### src/tdpt_divider.sv
`timescale 1ns / 1ps
// ----------------------------------------------------------------------------
// tdpt_divider: bit-serial restoring divider
// One quotient bit per cycle; quotient and remainder valid while done is high.
// ----------------------------------------------------------------------------
module tdpt_divider #(
   parameter int NUMBER_WIDTH = 32
) (
   input  logic                    clock,
   input  logic                    reset,
   input  logic                    start,
   input  logic [NUMBER_WIDTH-1:0] dividend,
   input  logic [NUMBER_WIDTH-1:0] divisor,
   output logic                    done,
   output logic [NUMBER_WIDTH-1:0] quotient,
   output logic [NUMBER_WIDTH-1:0] remainder
);

   localparam int CW = (NUMBER_WIDTH > 1) ? $clog2(NUMBER_WIDTH) : 1;

   logic                    busy_ff, busy_in;
   logic                    done_ff, done_in;
   logic [CW-1:0]           count_ff, count_in;
   logic [NUMBER_WIDTH-1:0] shift_ff, shift_in;
   logic [NUMBER_WIDTH-1:0] rem_ff, rem_in;
   logic [NUMBER_WIDTH:0]   trial;
   logic [NUMBER_WIDTH:0]   diff;

   // bring down the next dividend bit and try the subtraction
   assign trial = {rem_ff, shift_ff[NUMBER_WIDTH-1]};
   assign diff  = trial - {1'b0, divisor};

   always_comb begin
      busy_in  = busy_ff;
      done_in  = 1'b0;
      count_in = count_ff;
      shift_in = shift_ff;
      rem_in   = rem_ff;
      if (start) begin
         busy_in  = 1'b1;
         count_in = CW'(NUMBER_WIDTH - 1);
         shift_in = dividend;
         rem_in   = '0;
      end else if (busy_ff) begin
         if (diff[NUMBER_WIDTH]) begin
            rem_in   = trial[NUMBER_WIDTH-1:0];
            shift_in = {shift_ff[NUMBER_WIDTH-2:0], 1'b0};
         end else begin
            rem_in   = diff[NUMBER_WIDTH-1:0];
            shift_in = {shift_ff[NUMBER_WIDTH-2:0], 1'b1};
         end
         count_in = count_ff - CW'(1);
         if (count_ff == '0) begin
            busy_in = 1'b0;
            done_in = 1'b1;
         end
      end
   end

   always_ff @(posedge clock) begin
      if (reset) begin
         busy_ff <= 1'b0;
         done_ff <= 1'b0;
      end else begin
         busy_ff <= busy_in;
         done_ff <= done_in;
      end
      count_ff <= count_in;
      shift_ff <= shift_in;
      rem_ff   <= rem_in;
   end

   assign done      = done_ff;
   assign quotient  = shift_ff;
   assign remainder = rem_ff;

endmodule

### config.mk
export PLATFORM = sky130hd
export DESIGN_NAME = tdpt_divider
export DESIGN_NICKNAME = d
export VERILOG_FILES = /design/src/tdpt_divider.sv
export SDC_FILE = /design/constraint.sdc
export NUM_CORES = 1
export LEC_CHECK = 0
export ABC_AREA = 1
export BUFFER_PORTS_ARGS = -buffer_cell sky130_fd_sc_hd__buf_2
export CAP_MARGIN = 10
export CORE_MARGIN = 3
export CORE_UTILIZATION = 50
export DETAILED_ROUTE_END_ITERATION = 10
export MAX_ROUTING_LAYER = met4
export PLACE_DENSITY = 0.76
export SLEW_MARGIN = 40
export SYNTH_ARGS = -nofsm -noshare
export SYNTH_HDL_FRONTEND = slang
export SYNTH_SLANG_ARGS = --single-unit
### constraint.sdc
create_clock -name clock -period 2 [get_ports clock]
set_input_delay 0 -clock clock [delete_from_list [all_inputs] [get_ports clock]]
set_output_delay 0 -clock clock [all_outputs]
set_load 0.005 [all_outputs]
Word-level counts from Yosys, hierarchy flattened
Index checks and enable logic that the tools add are counted.
Storage, ports and cells
  output and inout bits: 65
  flip-flop bits (word level): 71
  input bits: 67
  word-level logic and storage cells: 19
Cells by class
  bitwise operators: 1
  multiplexer cells: 8
  reductions and logical operators: 3
  add/sub/neg operators: 2
Operators with widths (number)
  32-bit two-way mux: 3
  33-bit by 32-bit subtractor with 33-bit output: 1
  5-bit logical NOT: 1
  1-bit two-way mux: 5
  5-bit by 1-bit subtractor with 5-bit output, second input constant: 1
  3-bit OR reduction: 1
  2-bit nonzero test: 1
  1-bit NOT: 1

Depth between registers and ports, before layout
Gate-level depths: netlist (run 1).
  depth in word-level cells: 4
  gate-level depth with buffers: 18
  depth with buffers taken out: 17

Worst setup path after synthesis (run 1)
OpenSTA, ideal clock, no wires.
  path kind: reg-to-reg
  from: reg shift_ff[31], in the netlist quotient[31]
  to: reg shift_ff[0], in the netlist quotient[0] (data pin)
  arrival: 1.970 ns
  cell stages (with the launch flop): 17
  data required time: 1.734 ns
  setup time: 0.266 ns
  slack: -0.236 ns
  cell sequence: edfxtp_1 > inv_1 > ha_1 > fa_1 > inv_1 > nand2_1 > nand2_1 > nand3_1 > nand2_1 > nand2_1 > nand2_2 > nand2_4 > nand2_4 > nand2_2 > nand2_4 > buf_6 > o21ai_1
On the way
  word-level cells in the longest chain between the ends: 4
RTL lines
  from (decl): RTL line 24  | logic [NUMBER_WIDTH-1:0] shift_ff, shift_in;
  from (signal assigned): RTL line 69  | shift_ff <= shift_in;
  33-bit by 32-bit subtractor with 33-bit output: RTL line 31  | assign diff = trial - {1'b0, divisor};
  1-bit two-way mux: RTL line 45  | if (diff[NUMBER_WIDTH]) begin
  32-bit two-way mux: RTL line 44  | end else if (busy_ff) begin
  32-bit two-way mux: RTL line 39  | if (start) begin
  named net shift_in[0]: RTL line 24
The timed path passes the listed nets, and every way through them passes these cells. The select of a mux whose other input is x is not followed.
A chain may end at the register's enable or synchronous reset.

Worst setup path in the final report (run 1)
  from: reg shift_ff[31], in the netlist quotient[31]
  to: reg rem_ff[30], in the netlist remainder[30]
On the way
  word-level cells in the longest chain between the ends: 2
RTL lines
  33-bit by 32-bit subtractor with 33-bit output: RTL line 31
  32-bit two-way mux: RTL line 45
  to (signal assigned): RTL line 70  | rem_ff <= rem_in;
  to (decl): RTL line 25  | logic [NUMBER_WIDTH-1:0] rem_ff, rem_in;
Every way passes these cells.

==> results of run 1 <==
[registers in the layout (all words and copies together) (netlist names)]
name and cells:
done 1, busy_ff 1, count_ff 5, quotient 32, remainder 32
[critical path: stages, from the launching register on]
cell	delay, ns
edfxtp_1	0.35
inv_2	0.05
ha_4	0.15
fa_2	0.36
inv_2	0.07
nand2_1	0.04
nand2_1	0.08
nand3_1	0.07
nand2_1	0.08
nand2_1	0.06
nand2_2	0.09
nand2_4	0.07
buf_6	0.12
nand3_4	0.15
buf_6	0.16
nand3_2	0.08
nand2_1	0.08
o21ai_1	0.06
[power by group]
part / total [W] / leakage, nW / internal [W] / switching, W
Sequential: 0.00166 / 0.644 / 0.00161 / 0.0000447
Clock: 0.00166 / 0.140 / 0.000963 / 0.000695
Combinational: 0.000730 / 4.34 / 0.000336 / 0.000394
Total: 0.00404 / 5.12 / 0.00291 / 0.00113
[cells by family (layout without fill, tap and decap cells)]
| family | after synthesis | count (layout) | synth area share |
|---|---|---|---|
| compound gates | 32 | 32 | 0.0294 |
| buf+inv | 234 | 515 | 0.156 |
| simple gates | 613 | 615 | 0.425 |
| flops | 71 | 71 | 0.295 |
| xor+xnor | 15 | 15 | 0.0222 |
| fa+ha+maj | 34 | 34 | 0.0732 |
[through the flow]
step / hold slack [ns] / TNS (ns) / util / cells / setup WS [ns]
floorplan: 0.0771 / -2.91 / - / 999 / -0.145
global placement: 0.182 / -2.72 / 0.659 / 1368 / -0.0911
detailed placement: 0.182 / -4.06 / 0.659 / 1368 / -0.146
CTS: 0.0840 / -4.17 / 0.716 / 1419 / -0.148
global route: 0.109 / -10.27 / 0.732 / 1425 / -0.336
finish: 0.106 / -6.84 / 0.732 / 1425 / -0.241
[repair_timing]
action,4_1_cts,5_1_grt
hold endpoints to repair,34,0
cloned,0,5
gates resized for setup,6,21
setup buffers,2,1
hold buffers,33,0
setup endpoints to repair,33,33
pin swaps,3,8
[layer usage]
layer,wire [um],share of wire
met5,0,0
met1,8440,0.43
met3,1150,0.059
met4,563,0.029
met2,9530,0.48
[area by class of cell]
type | instances | area [um^2] | area share
clock buffers | 10 | 229 | 0.0273
clock inverters | 6 | 60.1 | 0.00715
inverters | 216 | 811 | 0.0966
multi-input cells | 696 | 3420 | 0.407
flip-flops and latches | 71 | 1740 | 0.207
well taps | 143 | 179 | 0.0213
repair buffers | 283 | 1950 | 0.233
[how the worst max path moves through the flow]
stage,startpoint,endpoint,slack [ns],cells after the start
floorplan,quotient[31],quotient[0],-0.15,16
global placement,quotient[31],remainder[17],-0.09,17
detailed placement,quotient[31],remainder[3],-0.15,17
CTS,quotient[31],remainder[1],-0.15,18
global route,quotient[31],remainder[7],-0.34,17
finish,quotient[31],remainder[30],-0.24,17
[cells in the mapped netlist (6+ instances only)]
| cell | count | share of area |
|---|---|---|
| a21oi_1 | 18 | 0.015 |
| clkbuf_1 | 12 | 0.0076 |
| dfxtp_1 | 39 | 0.13 |
| edfxtp_1 | 32 | 0.16 |
| ha_1 | 33 | 0.070 |
| inv_1 | 209 | 0.13 |
| inv_2 | 6 | 0.0038 |
| nand2_1 | 470 | 0.30 |
| nand3_1 | 56 | 0.047 |
| nor2_1 | 50 | 0.032 |
| nor3_1 | 9 | 0.0076 |
| xnor2_1 | 13 | 0.019 |
==> key figures, run 1 <==
Timing
  • Relative slew slack: 0.712
  • Fin crit share: 1.12
  • Unrepaired setup endpoints after global routing: true
  • Final WS setup: -0.241 ns
  • # setup viols final: 33
  • Final Skew: 0.0120 ns
  • Final hold violation count: 0
  • Slew Limit Fails: 0
  • Max Fclk: 0.446 GHz
  • Final min period: 2.24 ns
  • Tightest Pin Transition: 0.432 ns

CTS
  • CTS Sinks: 71
  • H-tree levels: 3
  • Clk buf depth: 2
  • Root buffer cell: clkbuf_16
  • Clk slew on worst S/H paths: 0.06 ns
  • Skew-Pair Late Insertion Delay: 0.35 ns
  • CTS tree: yes
  • CTS buffer count: 9

Detailed routing
  • Drt wl/cell: 13.8 um
  • DRT Pass-1 Iters: 5
  • DRC Markers: 0
  • DRT Wirelength: 19,700 um
  • DR vias/cell: 4.81
  • Via count: 6,853
  • Remaining antenna violation count: 0
  • DRT iter0 DRCs: 539

Logic synthesis
  • Post-synth EDFFs: 32
  • #FFs+latches synth: 71
  • Post-synthesis net count: 1,100
  • Netlist cell types: 37
  • Yosys Warn Count: 0
  • Synthesized area: 5910 um^2
  • Ys flop type: dfxtp_1
  • Mapped Cells: 999
  • Sequential element share of the synthesized area: 0.295
  • Mean post-synth cell area: 5.92 um^2
  • FFs w/ async S/R, synth: 0

Finish
  • P&R area growth vs syn: 42.0%
  • # diodes: 0
  • Post-Layout Inst Area: 8390 um^2
  • Most frequent cells in the layout: nand2_1, inv_1, buf_2
  • Layout fillers: 901
  • Nets: 1,378
  • Share of layout cells above drive strength 1: 0.250
  • Most common cell after layout, fill and taps aside: nand2_1

Hold path
  • Hold Crit Class: in2reg
  • Hold Crit Depth: 5
  • Hold Crit Start: divisor[0]
  • Hold EP: remainder[0]

Floorplanning
  • Full die area: 13,200 um^2
  • Die extent in y: 115 um
  • Cell Rows: 39
  • Starting Density: 0.515
  • Core ar.: 11,500 um^2
  • I/O pin total: 132
  • Die Wd: 115 um

Critical path
  • Critical path peak fanout: 4
  • Reg-to-reg startpoint: quotient[31]
  • Crit path required time: 2.24 ns
  • R2R Setup Slk: -0.24 ns
  • CP endpoint kind: register
  • R2R depth: 17
  • Startpoint Class: register
  • Setup CP Type: reg2reg
  • Critical R2R Capture: remainder[30]
  • Worst Path Arrival: 2.48 ns

Run
  • Maximum Capacitance Violations: 0

Global routing
  • Total GRT Usage: 0.285
  • Antenna violations before repair: 0
  • Global-route track usage on met2: 0.470
  • Top Usage Layer GRT: met2
  • GR Util met3: 0.0481
  • First-pass GRT wire length: 29,200 um
  • Grt ovf: 0
  • Number of global-route vias before repair: 6,269
  • Largest net degree at the start of global routing: 35
  • Met1 usage: 0.357

Power
  • Pleak: 5.12 nW
  • Peak VDD IR: 0.755 mV
  • PD cells: 482 nW/um^2
  • Overall Power: 0.00404 W

Placement
  • Final GP Congestion: 0.940
  • Hpwl dp: 13,000 um
  • IO buf count: 131
  • Placed Area: 7550 um^2

Status
  • Outcome: finished with violations
  • Failing checks: negative setup slack
Power figures use the tool's default switching activity.
==> run 2, diff against run 1 <==
--- a/config.mk
+++ b/config.mk
@@ -5,11 +5,10 @@
 export SDC_FILE = /design/constraint.sdc
 export NUM_CORES = 1
 export LEC_CHECK = 0
-export ABC_AREA = 1
 export BUFFER_PORTS_ARGS = -buffer_cell sky130_fd_sc_hd__buf_2
 export CAP_MARGIN = 10
 export CORE_MARGIN = 3
-export CORE_UTILIZATION = 50
+export CORE_UTILIZATION = 49
 export DETAILED_ROUTE_END_ITERATION = 10
 export MAX_ROUTING_LAYER = met4
 export PLACE_DENSITY = 0.76
==> run 2 against run 1 <==
Against the previous run: sequential share of layout area is 2.0 points higher; fmax is 18% lower; the run still ends with negative setup slack left; largest power group is now combinational logic; clock-buffer cell count is 1 lower; routed wire length is 11% lower; clock skew is 0.0052 ns higher; core utilization is 4.0 points higher; via count is 20% lower; non-clock buffer count is 34 higher; critical endpoint is now quotient[0]; worst hold slack worse by 0.020 ns; setup slack worse by 0.50 ns.
==> key figures, run 2 <==
Status
  • Outcome: finished with violations
  • Failing checks: negative setup slack

Logic synthesis
  • Ys flop type: dfxtp_1
  • Top-count cell post-synth: inv_1
  • Sequential element share of the synthesized area: 0.345
  • Synthesized area: 5040 um^2
  • Yosys Warn Count: 0
  • Post-synth EDFFs: 32
  • Leading cell types by count after synthesis: inv_1, nand2_1, nor2_1
  • Top post-synthesis cells by area: edfxtp_1, dfxtp_1, ha_1
  • Mapped Cells: 552
  • Post-synthesis net count: 653
  • FFs w/ async S/R, synth: 0
  • #FFs+latches synth: 71
  • Netlist cell types: 73
  • Post-synth top area share: 0.191
  • Largest area contributor in the netlist: edfxtp_1
  • Mean post-synth cell area: 9.13 um^2

Timing
  • Worst hold slack: 0.0857 ns
  • Tightest Pin Transition: 0.528 ns
  • # setup viols final: 33
  • Slew Limit Fails: 0
  • Fin crit share: 1.37
  • Final Skew: 0.0172 ns
  • Final hold violation count: 0
  • Final TNS setup: -22.14 ns
  • Unrepaired setup endpoints after global routing: true
  • Max Fclk: 0.365 GHz
  • Final WS setup: -0.737 ns
  • Relative slew slack: 0.648
  • Final min period: 2.74 ns

Finish
  • Final core utilization: 0.772
  • # diodes: 0
  • Final cell count without fillers: 989
  • Layout fillers: 643
  • Most common cell after layout, fill and taps aside: buf_4
  • Share of layout cells above drive strength 1: 0.439
  • Nets: 952
  • Most frequent cells in the layout: buf_4, buf_2, inv_1
  • P&R area growth vs syn: 51.8%

Critical path
  • CP peak stage delay: 0.34 ns
  • Critical Path Most Common Cell: buf_4
  • Startpoint Class: register
  • CP Cell Sequence: ha_1 -> a21o_1 -> buf_4 -> o311ai_4 -> a21oi_4 -> a31oi_4 -> mux2i_4 -> nand2_4 -> buf_4 -> mux2_4
  • CP endpoint kind: register
  • Critical path peak fanout: 6
  • Worst Path Arrival: 2.87 ns
  • Slowest cell on crit path: o311ai_4
  • Crit path required time: 2.14 ns
  • Setup CP Type: reg2reg
  • R2R Setup Slk: -0.74 ns

Hold path
  • Hold Crit Class: in2reg

Global routing
  • Largest net degree at the start of global routing: 48
  • Grt ovf: 0
  • Antenna violations before repair: 0
  • First-pass GRT wire length: 27,400 um
  • Total GRT Usage: 0.306
  • Number of global-route vias before repair: 5,716

CTS
  • Clk slew on worst S/H paths: 0.09 ns
  • CTS Sinks: 71
  • H-tree levels: 3
  • Clk buf depth: 2
  • CTS tree: yes
  • CTS buffer count: 9
  • Root buffer cell: clkbuf_8
  • Skew-Pair Late Insertion Delay: 0.39 ns

Detailed routing
  • DRC Markers: 0
  • DRT iter0 DRCs: 362
  • DRT Pass-1 Iters: 5
  • DR vias/cell: 5.57
  • Drt wl/cell: 17.8 um
  • Remaining antenna violation count: 0
  • Via count: 5,513
  • DRT Wirelength: 17,600 um

Power
  • Pleak: 3.69 nW
  • PD cells: 640 nW/um^2
  • Peak VDD IR: 0.573 mV

Floorplanning
  • Full die area: 11,500 um^2
  • I/O pin total: 132
  • Die Wd: 107 um
  • Cell Rows: 36
  • Starting Density: 0.509
  • Die extent in y: 107 um
  • Core ar.: 9910 um^2

Placement
  • Hpwl dp: 11,600 um
  • Placed cell count: 927
  • IO buf count: 131
  • Final GP Congestion: 0.931

Run
  • Maximum Capacitance Violations: 0
-- run 2: cell count changes in the layout (fill, tap and decap cells not counted), moves of 10 or more --
cell,change
mux2i_1,+21
nand2b_1,+10
nand3_1,-43
o21ai_0,+12
buf_4,+34
mux2_2,+31
a211oi_1,+11
clkbuf_16,-11
nand2_1,-412
a21oi_1,+14
nand2_2,-16
inv_1,-161
-- run 2: path summary, 6_finish.rpt --
path                startpoint           end  depth (start not counted)
hold / removal      divisor[0]  remainder[0]                          4
setup / recovery  remainder[6]   quotient[0]                         10
hold reg to reg    count_ff[1]   count_ff[1]                          2
setup reg to reg  remainder[6]   quotient[0]                         10
-- run 2: kinds of logic (layout without fill, tap and decap cells) --
kind of cell    Yosys count  after routing  synth area share
compound gates          138            138             0.189
xor+xnor                 28             28            0.0486
fa+ha+maj                34             34            0.0859
buf+inv                  76            380            0.0645
flops                    71             71             0.345
mux                      56             56             0.120
simple gates            149            149             0.146
-- run 2: layer usage --
metal | part of all wire | vias up | global-route usage
met4 | 0.038 | 0 | 0.143
met5 | 0 | - | -
li1 | - | 2595 | -
met1 | 0.40 | 2590 | 0.348
met2 | 0.51 | 262 | 0.533
met3 | 0.060 | 66 | 0.0432
-- run 2: area by class of cell --
| cell class | instances | area, um^2 | share of cell area |
|---|---|---|---|
| Clock buffer | 9 | 124 | 0.0162 |
| Clock inverter | 7 | 63.8 | 0.00834 |
| Inverter | 47 | 176 | 0.0230 |
| Multi-Input combinational cell | 405 | 3170 | 0.414 |
| Sequential cell | 71 | 1740 | 0.228 |
| Tap cell | 133 | 166 | 0.0217 |
| Timing Repair Buffer | 317 | 2210 | 0.289 |
-- run 2: where the power goes --
group | internal (W) | leakage, nW | switching (W)
Clock | 0.000479 | 0.0903 | 0.000711
Sequential | 0.00166 | 0.642 | 0.0000890
Combinational | 0.00102 | 2.95 | 0.000945
-- run 2: what timing repair did --
item,in CTS,in global routing
pin swaps,13,13
gates resized for setup,16,29
setup endpoints to repair,33,33
buffers inserted,5,8
hold buffers,33,0
hold endpoints to repair,34,0
-- run 2: critical path: cells and delay by family, from the launching register on --
kind                       cells  cell delay, ns
buffers and inverters          2            0.31
and+or+nand+nor                1            0.14
DFF                            1            0.32
adders and majority gates      1            0.30
muxes                          2            0.55
AOI/OAI and AO/OA              4            0.89
-- run 2: through the flow --
step	power, W	area, um^2	worst slack [ns]
6_report	0.00490	7650	-0.737
5_1_grt	0.00512	7650	-0.858
4_1_cts	0.00471	7480	-0.701
3_5_place_dp	0.00349	6890	-0.768
3_3_place_gp	0.00342	6890	-0.684
2_1_floorplan	0.00273	5100	-0.857
==> run 3, diff against run 2 <==
--- a/config.mk
+++ b/config.mk
@@ -12,6 +12,7 @@
 export DETAILED_ROUTE_END_ITERATION = 10
 export MAX_ROUTING_LAYER = met4
 export PLACE_DENSITY = 0.76
+export RECOVER_POWER = 100
 export SLEW_MARGIN = 40
 export SYNTH_ARGS = -nofsm -noshare
 export SYNTH_HDL_FRONTEND = slang
==> run 3 against run 2 <==
Against the previous run: the run still ends with negative setup slack left; critical path depth stayed put; final cell count stayed put; die area stayed put; clock power hardly changed; non-clock buffer count stayed put; setup slack worse by 0.0030 ns; via count is 0.78% higher; highest routed layer unchanged.
==> key figures, run 3 (same netlist as run 2, synthesis figures left out) <==
Status
  • Outcome: finished with violations
  • Failing checks: negative setup slack

Finish
  • Nets: 952
  • Most common cell after layout, fill and taps aside: buf_4
  • Post-Layout Inst Area: 7500 um^2
  • P&R area growth vs syn: 48.8%
  • # diodes: 0
  • Most frequent cells in the layout: buf_4, buf_2, clkbuf_1
  • Share of layout cells above drive strength 1: 0.367
  • Final core utilization: 0.757
  • Layout fillers: 691

Power
  • Overall Power: 0.00484 W
  • Pleak: 3.48 nW
  • Peak VDD IR: 0.570 mV
  • PD cells: 646 nW/um^2

CTS
  • Root buffer cell: clkbuf_8
  • Clk slew on worst S/H paths: 0.10 ns
  • Clk buf depth: 2
  • H-tree levels: 3
  • CTS buffer count: 9
  • Skew-Pair Late Insertion Delay: 0.38 ns
  • CTS Sinks: 71
  • CTS tree: yes

Detailed routing
  • Drt wl/cell: 17.8 um
  • Remaining antenna violation count: 0
  • DRT Wirelength: 17,600 um
  • DRT Pass-1 Iters: 5
  • DR vias/cell: 5.62
  • Via count: 5,556
  • DRT iter0 DRCs: 391
  • DRC Markers: 0

Hold path
  • Hold Crit Depth: 4
  • Hold Crit Class: in2reg

Timing
  • Final Skew: 0.0160 ns
  • Final min period: 2.74 ns
  • Slew Limit Fails: 0
  • Final hold violation count: 0
  • Final WS setup: -0.740 ns
  • Tightest Pin Transition: 0.995 ns
  • Final TNS setup: -22.48 ns
  • Max Fclk: 0.365 GHz
  • Worst hold slack: 0.0856 ns
  • # setup viols final: 33
  • Unrepaired setup endpoints after global routing: true
  • Fin crit share: 1.37
  • Relative slew slack: 0.337

Critical path
  • CP endpoint kind: register
  • Slowest cell on crit path: o311ai_4
  • CP Cell Sequence: ha_1 -> a21o_1 -> buf_4 -> o311ai_4 -> a21oi_4 -> a31oi_4 -> mux2i_4 -> nand2_4 -> buf_4 -> mux2_4
  • CP peak stage delay: 0.34 ns
  • Critical Path Most Common Cell: buf_4
  • Worst Path Arrival: 2.87 ns
  • Crit path required time: 2.13 ns
  • Setup CP Type: reg2reg
  • Critical path peak fanout: 6
  • R2R depth: 10
  • Startpoint Class: register

Global routing
  • Grt ovf: 0
  • Total GRT Usage: 0.306
  • Number of global-route vias before repair: 5,716
  • Antenna violations before repair: 0
  • Largest net degree at the start of global routing: 48
  • First-pass GRT wire length: 27,400 um

Run
  • Maximum Capacitance Violations: 0

Floorplanning
  • Full die area: 11,500 um^2
  • Cell Rows: 36
  • Starting Density: 0.509
  • Die extent in y: 107 um
  • Core ar.: 9910 um^2
  • Die Wd: 107 um
  • I/O pin total: 132

Placement
  • Hpwl dp: 11,600 um
  • Final GP Congestion: 0.931
  • Placed Area: 6890 um^2
  • IO buf count: 131
[run 3: cell count changes in the layout (fill, tap and decap cells not counted), sizes merged]
cell,change
clkbuf,+57
buf,-57
[run 3: critical path, delay by kind of cell, from the launching register on]
family / cells / cell delay [ns]
compound gates: 4 / 0.89
mux: 2 / 0.55
flops: 1 / 0.32
buf+inv: 2 / 0.31
fa+ha+maj: 1 / 0.30
simple gates: 1 / 0.14
[run 3: per-stage QoR]
step / setup slack, ns / instances
3_5_place_dp: -0.768 / 927
3_3_place_gp: -0.684 / 927
6_report: -0.740 / 989
2_1_floorplan: -0.857 / 552
4_1_cts: -0.701 / 981
5_1_grt: -0.864 / 989
[run 3: power breakdown]
group	internal [W]	leakage [nW]	switching, W	total, W
sequential	0.00166	0.642	0.0000897	0.00175
clock	0.000479	0.0903	0.000705	0.00118
combinational	0.000960	2.75	0.000945	0.00190
[run 3: path summary, 6_finish.rpt]
path / startpoint / endpoint / slack [ns]
worst min-delay path: divisor[0] / remainder[0] / 0.09
worst min register to register: count_ff[1] / count_ff[1] / 0.53
worst max register to register: remainder[6] / quotient[0] / -0.74
worst max-delay path: remainder[6] / quotient[0] / -0.74
[run 3: area by class of cell]
type                    count  area (um^2)  share of cell area
multi-input cells         405         3170               0.423
flip-flops and latches     71         1740               0.232
inverters                  47          176              0.0235
repair buffers            317         2060               0.274
well taps                 133          166              0.0222
clock inverters             7         63.8             0.00851
clock buffers               9          124              0.0165
[run 3: per-layer routing]
metal,GRT usage,wire length [um]
met2,0.533,8890
met5,-,0
met3,0.0432,1170
met1,0.348,6920
met4,0.143,658
[run 3: repair_timing]
action                                 4_1_cts  5_1_grt
hold buffers                                33        0
endpoints found under the hold margin       34        0
gates resized for setup                     16       29
buffers inserted                             5        8
setup endpoints to repair                   33       33
pin swaps                                   13       13
